$ cat config.mk
export PLATFORM = sky130hd
export DESIGN_NAME = pixel_stretch_clamp_zoom
export DESIGN_NICKNAME = d
export VERILOG_FILES = /design/src/rtl/pscz_pkg.sv /design/src/rtl/pscz_front.sv /design/src/rtl/pscz_queue.sv /design/src/rtl/pscz_back.sv /design/src/rtl/pixel_stretch_clamp_zoom.sv
export SDC_FILE = /design/constraint.sdc
export NUM_CORES = 2
export LEC_CHECK = 0
export BUFFER_PORTS_ARGS = -buffer_cell sky130_fd_sc_hd__clkbuf_2
export CAP_MARGIN = 20
export CORE_ASPECT_RATIO = 1.4
export CORE_UTILIZATION = 35
export DETAILED_ROUTE_END_ITERATION = 16
export GPL_TIMING_DRIVEN = 0
export PLACE_DENSITY = 0.57
export SLEW_MARGIN = 10
export SYNTH_ARGS = -nofsm -noshare
export SYNTH_HDL_FRONTEND = slang
export SYNTH_SLANG_ARGS = --single-unit
$ cat constraint.sdc
create_clock -name clk -period 18.44 [get_ports clk]
set_input_delay 0.922 -clock clk [delete_from_list [all_inputs] [get_ports clk]]
set_output_delay 0.922 -clock clk [all_outputs]
set_load 0.03 [all_outputs]
$ cat src/rtl/pscz_pkg.sv
// ----------------------------------------------------------------------------
// pscz_pkg: shared types and constants for the pixel stretch and zoom block
// Holds the item payload types, the register map and the format codes.
// ----------------------------------------------------------------------------
`default_nettype none

package pscz_pkg;

	// Default sizing of the top level.
	localparam int MAX_ZOOM_DEF  = 16;
	localparam int LINE_BITS_DEF = 16;

	// Depth of the queue between the front and the back part (power of two).
	localparam int QUEUE_DEPTH = 4;

	// Largest display byte.
	localparam logic [7:0] PIX_MAX = 8'd255;

	// Source element formats.
	localparam logic [1:0] FMT_U8  = 2'd0;
	localparam logic [1:0] FMT_S16 = 2'd1;
	localparam logic [1:0] FMT_S32 = 2'd2;

	// Register map of the configuration port.
	typedef enum logic [2:0] {
		REG_FORMAT       = 3'd0,
		REG_GAIN         = 3'd1,
		REG_BIAS         = 3'd2,
		REG_STRIDE       = 3'd3,
		REG_ZOOM         = 3'd4,
		REG_FIRST_COPIES = 3'd5,
		REG_PIXEL_COUNT  = 3'd6,
		REG_DEST_LENGTH  = 3'd7
	} cfg_index_t;

	// Configuration register contents.
	typedef struct packed {
		logic        [1:0]  sample_format;
		logic signed [31:0] gain;
		logic signed [31:0] bias;
		logic        [7:0]  stride;
		logic        [4:0]  zoom;
		logic        [4:0]  first_copies;
		logic        [15:0] pixel_count;
		logic        [15:0] dest_length;
	} cfg_t;

	// One input item.
	typedef struct packed {
		logic signed [31:0] sample;
		logic               line_start;
	} in_item_t;

	// One result item.
	typedef struct packed {
		logic [7:0] pixel;
		logic       last_copy;
	} out_item_t;

endpackage

`default_nettype wire

$ cat src/rtl/pscz_front.sv
// ----------------------------------------------------------------------------
// pscz_front: line tracking and classification of source elements
// Decimates each line by the stride, decodes the sample format, applies the
// pixel count and byte budget, and queues kept samples with their copy count.
// ----------------------------------------------------------------------------
`default_nettype none

module pscz_front #(
	parameter int MAX_ZOOM  = pscz_pkg::MAX_ZOOM_DEF,
	parameter int LINE_BITS = pscz_pkg::LINE_BITS_DEF,
	parameter int CNT_W     = $clog2(pscz_pkg::MAX_ZOOM_DEF + 1)
) (
	input  wire logic                 clk,
	input  wire logic                 arst_n,
	input  wire pscz_pkg::cfg_t       cfg,
	input  wire logic                 in_valid,
	output logic                      in_ready,
	input  wire pscz_pkg::in_item_t   in_item,
	output logic                      push_valid,
	input  wire logic                 push_ready,
	output logic signed [31:0]        push_sample,
	output logic [CNT_W-1:0]          push_copies
);
	import pscz_pkg::*;

	localparam int CMP_W = (LINE_BITS > 16) ? LINE_BITS : 16;
	localparam int XW    = (CNT_W > 5) ? CNT_W : 5;
	localparam logic [LINE_BITS-1:0] CNT_MAX = '1;

	logic [7:0]           phase_q;
	logic [LINE_BITS-1:0] taken_q;
	logic [LINE_BITS-1:0] budget_q;
	logic                 first_q;

	logic [7:0]           phase_cur, phase_nxt, st;
	logic [8:0]           phase_inc;
	logic [LINE_BITS-1:0] taken_cur, taken_nxt, budget_cur, budget_nxt, dest_sat;
	logic [LINE_BITS-1:0] cz, cut;
	logic                 first_cur, first_nxt;
	logic                 kept, fmt_ok, room, take, accept;
	logic [4:0]           raw_copies;
	logic [XW-1:0]        clamped;

	// The queue's free space alone gates acceptance.
	assign in_ready = push_ready;
	assign accept   = in_valid && in_ready;

	// Classification of the offered item against the line state.
	always_comb begin
		phase_cur  = in_item.line_start ? 8'd0 : phase_q;
		taken_cur  = in_item.line_start ? '0 : taken_q;
		first_cur  = in_item.line_start ? 1'b1 : first_q;
		dest_sat   = (CMP_W'(cfg.dest_length) > CMP_W'(CNT_MAX)) ? CNT_MAX
			: LINE_BITS'(cfg.dest_length);
		budget_cur = in_item.line_start ? dest_sat : budget_q;

		st        = (cfg.stride == 8'd0) ? 8'd1 : cfg.stride;
		phase_inc = {1'b0, phase_cur} + 9'd1;
		phase_nxt = (phase_inc >= {1'b0, st}) ? 8'd0 : phase_inc[7:0];
		kept      = (phase_cur == 8'd0);

		fmt_ok = (cfg.sample_format == FMT_U8) || (cfg.sample_format == FMT_S16)
			|| (cfg.sample_format == FMT_S32);
		case (cfg.sample_format)
			FMT_U8:  push_sample = signed'({24'd0, in_item.sample[7:0]});
			FMT_S16: push_sample = signed'({{16{in_item.sample[15]}}, in_item.sample[15:0]});
			default: push_sample = in_item.sample;
		endcase

		room = CMP_W'(taken_cur) < CMP_W'(cfg.pixel_count);
		take = kept && fmt_ok && room;

		// Copy count: first pixel override, zoom limit, then budget cut.
		raw_copies = (first_cur && cfg.first_copies != 5'd0) ? cfg.first_copies : cfg.zoom;
		clamped    = (XW'(raw_copies) > XW'(MAX_ZOOM)) ? XW'(MAX_ZOOM) : XW'(raw_copies);
		cz         = LINE_BITS'(clamped);
		cut        = (cz > budget_cur) ? budget_cur : cz;

		if (take) begin
			first_nxt  = 1'b0;
			taken_nxt  = (taken_cur == CNT_MAX) ? taken_cur : taken_cur + 1'b1;
			budget_nxt = budget_cur - cut;
		end else begin
			first_nxt  = first_cur;
			taken_nxt  = taken_cur;
			budget_nxt = budget_cur;
		end

		push_copies = cut[CNT_W-1:0];
		push_valid  = in_valid && take && (cut != '0);
	end

	// Line state advances on every accepted item.
	always_ff @(posedge clk or negedge arst_n) begin
		if (!arst_n) begin
			phase_q  <= 8'd0;
			taken_q  <= '0;
			budget_q <= '0;
			first_q  <= 1'b1;
		end else if (accept) begin
			phase_q  <= phase_nxt;
			taken_q  <= taken_nxt;
			budget_q <= budget_nxt;
			first_q  <= first_nxt;
		end
	end

endmodule

`default_nettype wire

$ cat src/rtl/pscz_queue.sv
// ----------------------------------------------------------------------------
// pscz_queue: short first-in first-out queue
// Decouples the classifying front from the stretching and replicating back.
// ----------------------------------------------------------------------------
`default_nettype none

module pscz_queue #(
	parameter int WIDTH = 32,
	parameter int DEPTH = pscz_pkg::QUEUE_DEPTH
) (
	input  wire logic             clk,
	input  wire logic             arst_n,
	input  wire logic             push_valid,
	output logic                  push_ready,
	input  wire logic [WIDTH-1:0] push_data,
	output logic                  pop_valid,
	input  wire logic             pop_ready,
	output logic [WIDTH-1:0]      pop_data
);
	import pscz_pkg::*;

	localparam int PTR_W = (DEPTH > 1) ? $clog2(DEPTH) : 1;
	localparam int CNT_W = $clog2(DEPTH + 1);

	logic [WIDTH-1:0] mem_q [DEPTH];
	logic [PTR_W-1:0] wr_ptr_q, rd_ptr_q;
	logic [CNT_W-1:0] count_q;
	logic             do_push, do_pop;

	assign push_ready = (count_q != CNT_W'(DEPTH));
	assign pop_valid  = (count_q != '0);
	assign pop_data   = mem_q[rd_ptr_q];
	assign do_push    = push_valid && push_ready;
	assign do_pop     = pop_valid && pop_ready;

	// Storage needs no reset.
	always_ff @(posedge clk) begin
		if (do_push) begin
			mem_q[wr_ptr_q] <= push_data;
		end
	end

	// Pointers and fill level.
	always_ff @(posedge clk or negedge arst_n) begin
		if (!arst_n) begin
			wr_ptr_q <= '0;
			rd_ptr_q <= '0;
			count_q  <= '0;
		end else begin
			if (do_push) begin
				wr_ptr_q <= (wr_ptr_q == PTR_W'(DEPTH - 1)) ? '0 : wr_ptr_q + 1'b1;
			end
			if (do_pop) begin
				rd_ptr_q <= (rd_ptr_q == PTR_W'(DEPTH - 1)) ? '0 : rd_ptr_q + 1'b1;
			end
			if (do_push && !do_pop) begin
				count_q <= count_q + 1'b1;
			end else if (do_pop && !do_push) begin
				count_q <= count_q - 1'b1;
			end
		end
	end

endmodule

`default_nettype wire

$ cat src/rtl/pscz_back.sv
// ----------------------------------------------------------------------------
// pscz_back: contrast stretch and pixel replication
// Multiplies each queued sample by the gain, adds the bias, clamps to a byte
// and then presents the byte once per copy in the output register.
// ----------------------------------------------------------------------------
`default_nettype none

module pscz_back #(
	parameter int CNT_W = $clog2(pscz_pkg::MAX_ZOOM_DEF + 1)
) (
	input  wire logic                 clk,
	input  wire logic                 arst_n,
	input  wire pscz_pkg::cfg_t       cfg,
	input  wire logic                 pop_valid,
	output logic                      pop_ready,
	input  wire logic signed [31:0]   pop_sample,
	input  wire logic [CNT_W-1:0]     pop_copies,
	output logic                      out_valid,
	input  wire logic                 out_ready,
	output pscz_pkg::out_item_t       out_item
);
	import pscz_pkg::*;

	logic               v_s1, v_s2;
	logic signed [63:0] prod_s1;
	logic [CNT_W-1:0]   copies_s1, copies_s2;
	logic [7:0]         pixel_s2;
	logic [7:0]         pix_q;
	logic [CNT_W-1:0]   left_q;
	logic               ready_s1, ready_s2, rep_free;
	logic signed [63:0] sum;
	logic [7:0]         pixel_c;

	// Stage handshakes: each stage moves when the next has room.
	assign rep_free  = !out_valid || (out_ready && left_q == CNT_W'(1));
	assign ready_s2  = !v_s2 || rep_free;
	assign ready_s1  = !v_s1 || ready_s2;
	assign pop_ready = ready_s1;

	// Bias add and clamp to 0..255 with truncation.
	always_comb begin
		sum = prod_s1 + signed'({{32{cfg.bias[31]}}, cfg.bias});
		if (sum[63]) begin
			pixel_c = 8'd0;
		end else if (sum[62:24] != '0) begin
			pixel_c = PIX_MAX;
		end else begin
			pixel_c = sum[23:16];
		end
	end

	// Multiply and clamp stages.
	always_ff @(posedge clk) begin
		if (ready_s1 && pop_valid) begin
			prod_s1   <= pop_sample * cfg.gain;
			copies_s1 <= pop_copies;
		end
		if (ready_s2 && v_s1) begin
			pixel_s2  <= pixel_c;
			copies_s2 <= copies_s1;
		end
	end

	always_ff @(posedge clk or negedge arst_n) begin
		if (!arst_n) begin
			v_s1 <= 1'b0;
			v_s2 <= 1'b0;
		end else begin
			if (ready_s1) begin
				v_s1 <= pop_valid;
			end
			if (ready_s2) begin
				v_s2 <= v_s1;
			end
		end
	end

	// Replication counter in the output register.
	always_ff @(posedge clk or negedge arst_n) begin
		if (!arst_n) begin
			out_valid <= 1'b0;
			left_q    <= '0;
			pix_q     <= 8'd0;
		end else begin
			if (out_valid && out_ready) begin
				if (left_q == CNT_W'(1)) begin
					out_valid <= 1'b0;
				end else begin
					left_q <= left_q - 1'b1;
				end
			end
			if (v_s2 && rep_free) begin
				out_valid <= 1'b1;
				pix_q     <= pixel_s2;
				left_q    <= copies_s2;
			end
		end
	end

	assign out_item.pixel     = pix_q;
	assign out_item.last_copy = (left_q == CNT_W'(1));

endmodule

`default_nettype wire

$ cat src/rtl/pixel_stretch_clamp_zoom.sv
// ----------------------------------------------------------------------------
// pixel_stretch_clamp_zoom: linear contrast stretch with replication zoom
// Input channel in_valid/in_ready carries one source element and a line
// start mark per item. Output channel out_valid/out_ready carries display
// bytes, with last_copy set on the final copy caused by one source element.
// Registers must be written via cfg_we/cfg_index/cfg_data only while idle;
// the block does not enforce this. The front accepts one item per cycle
// while its four-entry queue has room. The back multiplies, clamps and
// then emits one byte per cycle while out_ready is high, so a kept pixel
// with N copies fills the output with N bytes; the input stalls once the
// queue fills. Items pass the queue, multiply, clamp and output registers.
// A stalled receiver holds the output register and backs up the stages and
// the queue; the input keeps being taken until the queue is full.
// Reset clears the line state and loads the register defaults; nothing is
// emitted until a line start mark loads the byte budget.
// ----------------------------------------------------------------------------
`default_nettype none

module pixel_stretch_clamp_zoom #(
	parameter int MAX_ZOOM  = pscz_pkg::MAX_ZOOM_DEF,
	parameter int LINE_BITS = pscz_pkg::LINE_BITS_DEF
) (
	input  wire logic                 clk,
	input  wire logic                 arst_n,
	input  wire logic                 cfg_we,
	input  wire logic [2:0]           cfg_index,
	input  wire logic [31:0]          cfg_data,
	input  wire logic                 in_valid,
	output logic                      in_ready,
	input  wire pscz_pkg::in_item_t   in_item,
	output logic                      out_valid,
	input  wire logic                 out_ready,
	output pscz_pkg::out_item_t       out_item
);
	import pscz_pkg::*;

	localparam int CNT_W = $clog2(MAX_ZOOM + 1);
	localparam int Q_W   = 32 + CNT_W;

	cfg_t               cfg_q;
	logic               push_valid, push_ready, pop_valid, pop_ready;
	logic signed [31:0] push_sample;
	logic [CNT_W-1:0]   push_copies;
	logic [Q_W-1:0]     pop_data;

	// Configuration registers.
	always_ff @(posedge clk or negedge arst_n) begin
		if (!arst_n) begin
			cfg_q.sample_format <= FMT_U8;
			cfg_q.gain          <= 32'sd65536;
			cfg_q.bias          <= 32'sd0;
			cfg_q.stride        <= 8'd1;
			cfg_q.zoom          <= 5'd1;
			cfg_q.first_copies  <= 5'd0;
			cfg_q.pixel_count   <= 16'hFFFF;
			cfg_q.dest_length   <= 16'hFFFF;
		end else if (cfg_we) begin
			case (cfg_index)
				REG_FORMAT:       cfg_q.sample_format <= cfg_data[1:0];
				REG_GAIN:         cfg_q.gain          <= signed'(cfg_data);
				REG_BIAS:         cfg_q.bias          <= signed'(cfg_data);
				REG_STRIDE:       cfg_q.stride        <= cfg_data[7:0];
				REG_ZOOM:         cfg_q.zoom          <= cfg_data[4:0];
				REG_FIRST_COPIES: cfg_q.first_copies  <= cfg_data[4:0];
				REG_PIXEL_COUNT:  cfg_q.pixel_count   <= cfg_data[15:0];
				REG_DEST_LENGTH:  cfg_q.dest_length   <= cfg_data[15:0];
				default: ;
			endcase
		end
	end

	pscz_front #(
		.MAX_ZOOM  (MAX_ZOOM),
		.LINE_BITS (LINE_BITS),
		.CNT_W     (CNT_W)
	) u_front (
		.clk         (clk),
		.arst_n      (arst_n),
		.cfg         (cfg_q),
		.in_valid    (in_valid),
		.in_ready    (in_ready),
		.in_item     (in_item),
		.push_valid  (push_valid),
		.push_ready  (push_ready),
		.push_sample (push_sample),
		.push_copies (push_copies)
	);

	pscz_queue #(
		.WIDTH (Q_W),
		.DEPTH (QUEUE_DEPTH)
	) u_queue (
		.clk        (clk),
		.arst_n     (arst_n),
		.push_valid (push_valid),
		.push_ready (push_ready),
		.push_data  ({push_sample, push_copies}),
		.pop_valid  (pop_valid),
		.pop_ready  (pop_ready),
		.pop_data   (pop_data)
	);

	pscz_back #(
		.CNT_W (CNT_W)
	) u_back (
		.clk        (clk),
		.arst_n     (arst_n),
		.cfg        (cfg_q),
		.pop_valid  (pop_valid),
		.pop_ready  (pop_ready),
		.pop_sample (signed'(pop_data[Q_W-1:CNT_W])),
		.pop_copies (pop_data[CNT_W-1:0]),
		.out_valid  (out_valid),
		.out_ready  (out_ready),
		.out_item   (out_item)
	);

endmodule

`default_nettype wire
-- Word level (Yosys, flattened, before mapping)
Memories as Yosys holds them, arrays and structs flattened.
Cells that the tools add are included.
- memories kept: 1
- input port bits: 73
- logic and storage cells: 128
- bits in registers: 262
- memory bits (writable): 148
- memory list (memory ; words ; width ; read ports ; clocked after Yosys merged registers in ; write ports ; RTL line ; RTL):
    u_queue.mem_q ; 4 ; 37 ; 1 ; 0 ; 1 ; pscz_queue.sv:25 ; logic [WIDTH-1:0] mem_q [DEPTH];
- multiplexer cells: 28
- reductions and logical operators: 45
- add/subtract/negate cells: 9
- equal/unequal tests: 15
- $lt $le $gt $ge: 5
- $mul: 1
- operator list (cell ; count):
    two-way mux 16 bit ; 7
    adder 64 x 32 -> 64 bit ; 1
    multiplier 32 x 32 -> 64 bit ; 1
    one-hot mux 32 bit (2 select lines) ; 1
    nonzero test 39 bit ; 1
    two-way mux 8 bit ; 4
    two-way mux 5 bit ; 5
    AND reduction 2 bit ; 10
    adder 16 x 1 -> 16 bit, second input constant ; 1
    equality test 16 bit, second input constant ; 1
    greater-than comparator 16 bit, second input constant ; 1
    greater-than comparator 5 x 16 -> 1 bit ; 1
    logical NOT 8 bit ; 2
    less-than comparator 16 bit ; 1
    nonzero test 16 bit ; 1
    subtractor 16 bit ; 1
    logical AND 1 bit ; 14
    equality test 3 bit, second input constant ; 4
    adder 8 x 1 -> 9 bit, second input constant ; 1
    >= comparator 9 x 8 -> 1 bit ; 1
    two-way mux 1 bit ; 7
    equality test 2 bit, second input constant ; 3
    equality test 3 x 2 -> 1 bit, second input constant ; 2
    two-way mux 3 bit ; 2
    other kinds (18) ; 30

-- Longest topological paths before layout
- word-level depth: 14
- mapped depth: 32
- mapped depth without buffers: 29

-- Hierarchy
Synthesis repeated with hierarchy kept, for this count alone.
- cell total of the unflattened synthesis: 5624
- area, all modules: 58087.0 um^2
- by module, submodules not included (module ; seq. area each (um^2) ; cells an instance ; times used ; area each (um^2)):
    pscz_back ; 2862.7 ; 4599 ; 1 ; 43276.5
    pscz_queue ; 4619.4 ; 229 ; 1 ; 5765.5
    pixel_stretch_clamp_zoom ; 2946.6 ; 254 ; 1 ; 4749.6
    pscz_front ; 1027.2 ; 542 ; 1 ; 4295.4

-- Least setup slack after synthesis
Ideal clock, no wire load.
- path kind: reg-to-reg
- start point: reg u_queue.rd_ptr_q[0]
- end point: reg u_back.prod_s1[60] (data pin)
- slack: 8.990 ns
- library setup time: 0.274 ns
- buffers on the path: 3
- cell stages (with the launch flop): 30
- arrival time: 9.177 ns
- path through: dfrtp_1 -> buf_2 -> buf_1 -> mux4_2 -> clkbuf_1 -> nand2_1 -> inv_1 -> fa_1 -> inv_1 -> fa_1 -> inv_1 -> fa_1 -> fa_1 -> inv_1 -> fa_1 -> inv_1 -> fa_1 -> fa_1 -> fa_1 -> ha_1 -> inv_1 -> nor2_1 -> o21a_1 -> a31oi_1 -> o31ai_1 -> o41a_1 -> a31oi_2 -> o21ai_1 -> a2111oi_0 -> a311oi_1
- cells in the longest elaborated chain, start to end: 2
- RTL lines (item ; RTL line ; RTL):
    from (decl) ; pscz_queue.sv:26 ; logic [PTR_W-1:0] wr_ptr_q, rd_ptr_q;
    from (signal assigned) ; pscz_queue.sv:54 ; rd_ptr_q <= (rd_ptr_q == PTR_W'(DEPTH - 1)) ? '0 : rd_ptr_q + 1'b1;
    memory read (4 x 37 bit) ; -- ;
    multiplier 32 x 32 -> 64 bit ; pscz_back.sv:55 ; prod_s1 <= pop_sample * cfg.gain;
    to (signal assigned) ; pscz_back.sv:55 ;
    to (decl) ; pscz_back.sv:25 ; logic signed [63:0] prod_s1;
Every way passes these cells.
A chain may end at the register's enable or synchronous reset.

-- Worst setup path in the final report
Same ends and word-level chain as after synthesis.

==> reports/qor.log <==
INFO  run_status     run_status=complete, no violations
INFO  grt            grt_use_total=25.2%
INFO  route          route.vias.total=41400
INFO  logic_synthesis synth_cell_types=92
INFO  logic_synthesis warnings_synthesis=0
INFO  finish         layout.filler_cells=16200
INFO  route          drt-initial-drc-count=2787
INFO  logic_synthesis synth-main-ff-cell=sky130_fd_sc_hd__edfxtp_1
INFO  critical_path  timing.rr.start=u_queue.rd_ptr_q[0]
INFO  place          place.port_buffers=80
INFO  logic_synthesis syn_nets=7043
INFO  clock_network  clock_tree.root_cell=sky130_fd_sc_hd__clkbuf_16
INFO  critical_path  worst-path-max-fanout=10
INFO  critical_path  startpoint_type=flip-flop
INFO  logic_synthesis flop_and_latch_count_out_of_synthesis=410
INFO  grt            grt_antenna_before_repair=19
INFO  timing         setup-tns-final=0ps
INFO  finish         multi_input_comb_area=40800um^2
INFO  timing         final.period_utilization=66.9%
INFO  clock_network  cts-hold-fix-buffers=0
INFO  timing         final_period_minus_worst_setup_slack=12330ps
INFO  clock_network  cts_setup_buffers=0
INFO  timing         final.setup_skew=72.0ps
INFO  clock_network  cts_tree=built
INFO  floorplanning  boundaryPins=84
INFO  floorplanning  core_region_area=162000um^2
INFO  critical_path  crit_top_cell=sky130_fd_sc_hd__fa_1
INFO  critical_path  critical_path_arrival=12700ps
INFO  clock_network  tritoncts.num_buffers=46
INFO  critical_path  critPathTopFamily=adder cells
INFO  finish         final_net_count=7200
INFO  critical_path  reg2reg_slack=6110ps
INFO  clock_network  h-tree-depth=2
INFO  grt            grt.overflow.total=0
INFO  finish         area.growth.synth_to_final=9.13%
INFO  route          drt_pass1_iterations=5
INFO  finish         mostFrequentLayoutCells=1083 x sky130_fd_sc_hd__fa_1, 1042 x sky130_fd_sc_hd__inv_1, 644 x sky130_fd_sc_hd__nand2_1
INFO  route          average_detailed_routed_wire_length_per_instance=25.8um
INFO  timing         worst_pin_slew=1220ps
INFO  finish         storage_element_area=11500um^2
INFO  route          finalWirelength=205000um
INFO  clock_network  worst_setup_hold_path_clk_slew=60ps
INFO  flow_run       maxCapViolCount=0
INFO  critical_path  timing.setup.critical_path_class=reg -> reg
INFO  worst_hold_path worst_hold_path_type=in -> async
INFO  logic_synthesis synth_cells=5596
INFO  critical_path  critical_path.slowest_cell=sky130_fd_sc_hd__a211oi_1
INFO  timing         max-slew-margin-rel=18.5%
INFO  logic_synthesis postSynth.asyncResetShare=43.9%
INFO  clock_network  clock-sinks=410
INFO  logic_synthesis syn_area_per_cell=10.2um^2
INFO  critical_path  worstPathBufferInverterCount=9
INFO  logic_synthesis synth_edf_count=230
INFO  timing         timing_hold_violations_final=0
INFO  critical_path  critPathRequiredTime=18810ps
INFO  finish         most_frequent_standard_cell_in_the_layout_excluding_fill_and_tap_cells=sky130_fd_sc_hd__fa_1
INFO  timing         grt_setup_unrepaired=false
INFO  critical_path  cp-end-kind=flip-flop
INFO  place          gp_congestion=1.04
INFO  clock_network  worstSkewPairLatency=700ps
INFO  floorplanning  total_die_area=165000um^2
INFO  route          route.detailed.drc=0
INFO  critical_path  largest_stage_delay_on_the_critical_path=870ps
INFO  floorplanning  die_width=344um
INFO  floorplanning  start_util=35.2%
INFO  grt            grt_pass1_vias=45100
INFO  timing         max_clock_freq=81.1MHz
INFO  logic_synthesis synthesis.area=57300um^2
INFO  floorplanning  die-height=481um
INFO  timing         number_of_setup_violations_in_the_final_report=0
INFO  grt            grt_pass1_wl=300000um
INFO  route          ant_nets=0
INFO  critical_path  worst_setup_path_startpoint=u_queue.rd_ptr_q[0]
INFO  finish         final_layout_size_suffix_gt1_share=7.96%
INFO  clock_network  clockBufferDepth=3
INFO  floorplanning  std_cell_rows=175
INFO  grt            maximum_number_of_pins_on_one_net_before_global_route_repair=86
INFO  place          hpwlAfterDp=173000um
INFO  clock_network  cts_repair_resize_count=0
INFO  logic_synthesis synth.yosys.seq_area_share=20.0%
INFO  route          vias_per_cell=5.22
INFO  timing         maxSlewViolCount=0
-- registers in the layout, summed over array words and instances (netlist names), 8 cells and up --
| register | flops |
|---|---|
| u_back.pixel_s2 | 8 |
| u_front.phase_q | 8 |
| u_front.taken_q | 16 |
| u_back.prod_s1 | 64 |
| u_queue.mem_q | 148 |
| u_front.budget_q | 16 |
| u_back.pix_q | 8 |
| cfg_q | 116 |
-- Yosys cell counts, types with 12 or more instances --
library cell | number | area share [%]
sky130_fd_sc_hd__ha_1 | 290 | 6.3
sky130_fd_sc_hd__fa_1 | 1084 | 38
sky130_fd_sc_hd__o21ai_0 | 98 | 0.86
sky130_fd_sc_hd__nor2_1 | 138 | 0.90
sky130_fd_sc_hd__nand2b_1 | 28 | 0.31
sky130_fd_sc_hd__a21o_1 | 40 | 0.52
sky130_fd_sc_hd__and3_1 | 18 | 0.20
sky130_fd_sc_hd__o21ai_1 | 16 | 0.14
sky130_fd_sc_hd__o211ai_1 | 15 | 0.20
sky130_fd_sc_hd__nand2_1 | 644 | 4.2
sky130_fd_sc_hd__mux4_2 | 37 | 1.5
sky130_fd_sc_hd__xor2_1 | 36 | 0.55
sky130_fd_sc_hd__o21bai_1 | 25 | 0.33
sky130_fd_sc_hd__nor4_1 | 15 | 0.16
sky130_fd_sc_hd__nor2b_1 | 44 | 0.48
sky130_fd_sc_hd__edfxtp_1 | 230 | 12
sky130_fd_sc_hd__a21oi_1 | 169 | 1.5
sky130_fd_sc_hd__a31oi_1 | 19 | 0.21
sky130_fd_sc_hd__and2_1 | 529 | 5.8
sky130_fd_sc_hd__nand3_1 | 53 | 0.46
sky130_fd_sc_hd__xnor2_1 | 99 | 1.5
sky130_fd_sc_hd__mux2i_1 | 26 | 0.45
sky130_fd_sc_hd__a211oi_1 | 15 | 0.20
sky130_fd_sc_hd__dfstp_2 | 36 | 1.7
sky130_fd_sc_hd__a21oi_2 | 12 | 0.18
sky130_fd_sc_hd__inv_1 | 1043 | 6.8
sky130_fd_sc_hd__nand4_1 | 36 | 0.39
sky130_fd_sc_hd__buf_2 | 17 | 0.15
sky130_fd_sc_hd__mux2_2 | 130 | 2.6
sky130_fd_sc_hd__clkbuf_1 | 253 | 1.7
sky130_fd_sc_hd__nor3_1 | 44 | 0.38
sky130_fd_sc_hd__o21a_1 | 20 | 0.26
sky130_fd_sc_hd__dfrtp_1 | 144 | 6.3
-- final timing paths --
| check | depth (start not counted) | endpoint |
|---|---|---|
| hold reg to reg | 0 | u_back.copies_s2[0] |
| hold / removal | 1 | u_front.budget_q[1] |
| setup / recovery | 31 | u_back.prod_s1[60] |
| setup reg to reg | 31 | u_back.prod_s1[60] |
| min in group clk | 0 | u_back.copies_s2[0] |
| max in group asynchronous | 3 | cfg_q[98] |
-- layer usage --
metal  global-route usage, %  wire length (um)
met5                       0                76
met4                    17.2             17100
met1                    27.8             73200
met2                    44.6            103000
met3                    3.66             11400
-- cells by family after synthesis --
family	Yosys count	share of synthesized area, %
compound gates	545	6.18
xor+xnor	135	2.07
fa+ha+maj	1374	44.2
buf+inv	1323	8.73
flops	410	20.0
mux	196	4.54
simple gates	1613	14.2
-- layout make-up --
class	count	area share, %
multi-input combinational	3863	65.4
sequential	410	18.3
inverter	1045	6.28
tap	2124	4.25
clock buffer	58	1.96
buffer	278	1.72
timing repair buffer	109	1.41
clock inverter	28	0.635
antenna	12	0.0481
-- per-stage QoR --
| step | hold slack (ps) | std cells | utilization, % | setup slack (ps) | instance area [um^2] |
|---|---|---|---|---|---|
| after global placement | 409 | 7800 | 37.1 | 6140 | 60300 |
| after CTS | 69.6 | 7914 | 38.4 | 6060 | 62400 |
| after global routing | 70.4 | 7916 | 38.4 | 5700 | 62400 |
| final | 80.0 | 7927 | 38.5 | 6110 | 62500 |
| after detailed placement | 406 | 7828 | 37.4 | 6130 | 60800 |
| after floorplan | 400 | 5596 | - | 8990 | 57300 |
-- worst register-to-register path, delay by kind of cell, from the launching register on --
family,cells,cell delay (ps)
mux,1,670
compound gates,11,4060
fa+ha+maj,9,4200
flops,1,470
simple gates,1,270
buf+inv,9,2330
Power is not shown: default switching activity piles up to over one toggle a cycle in this logic, so the estimate is an artifact.
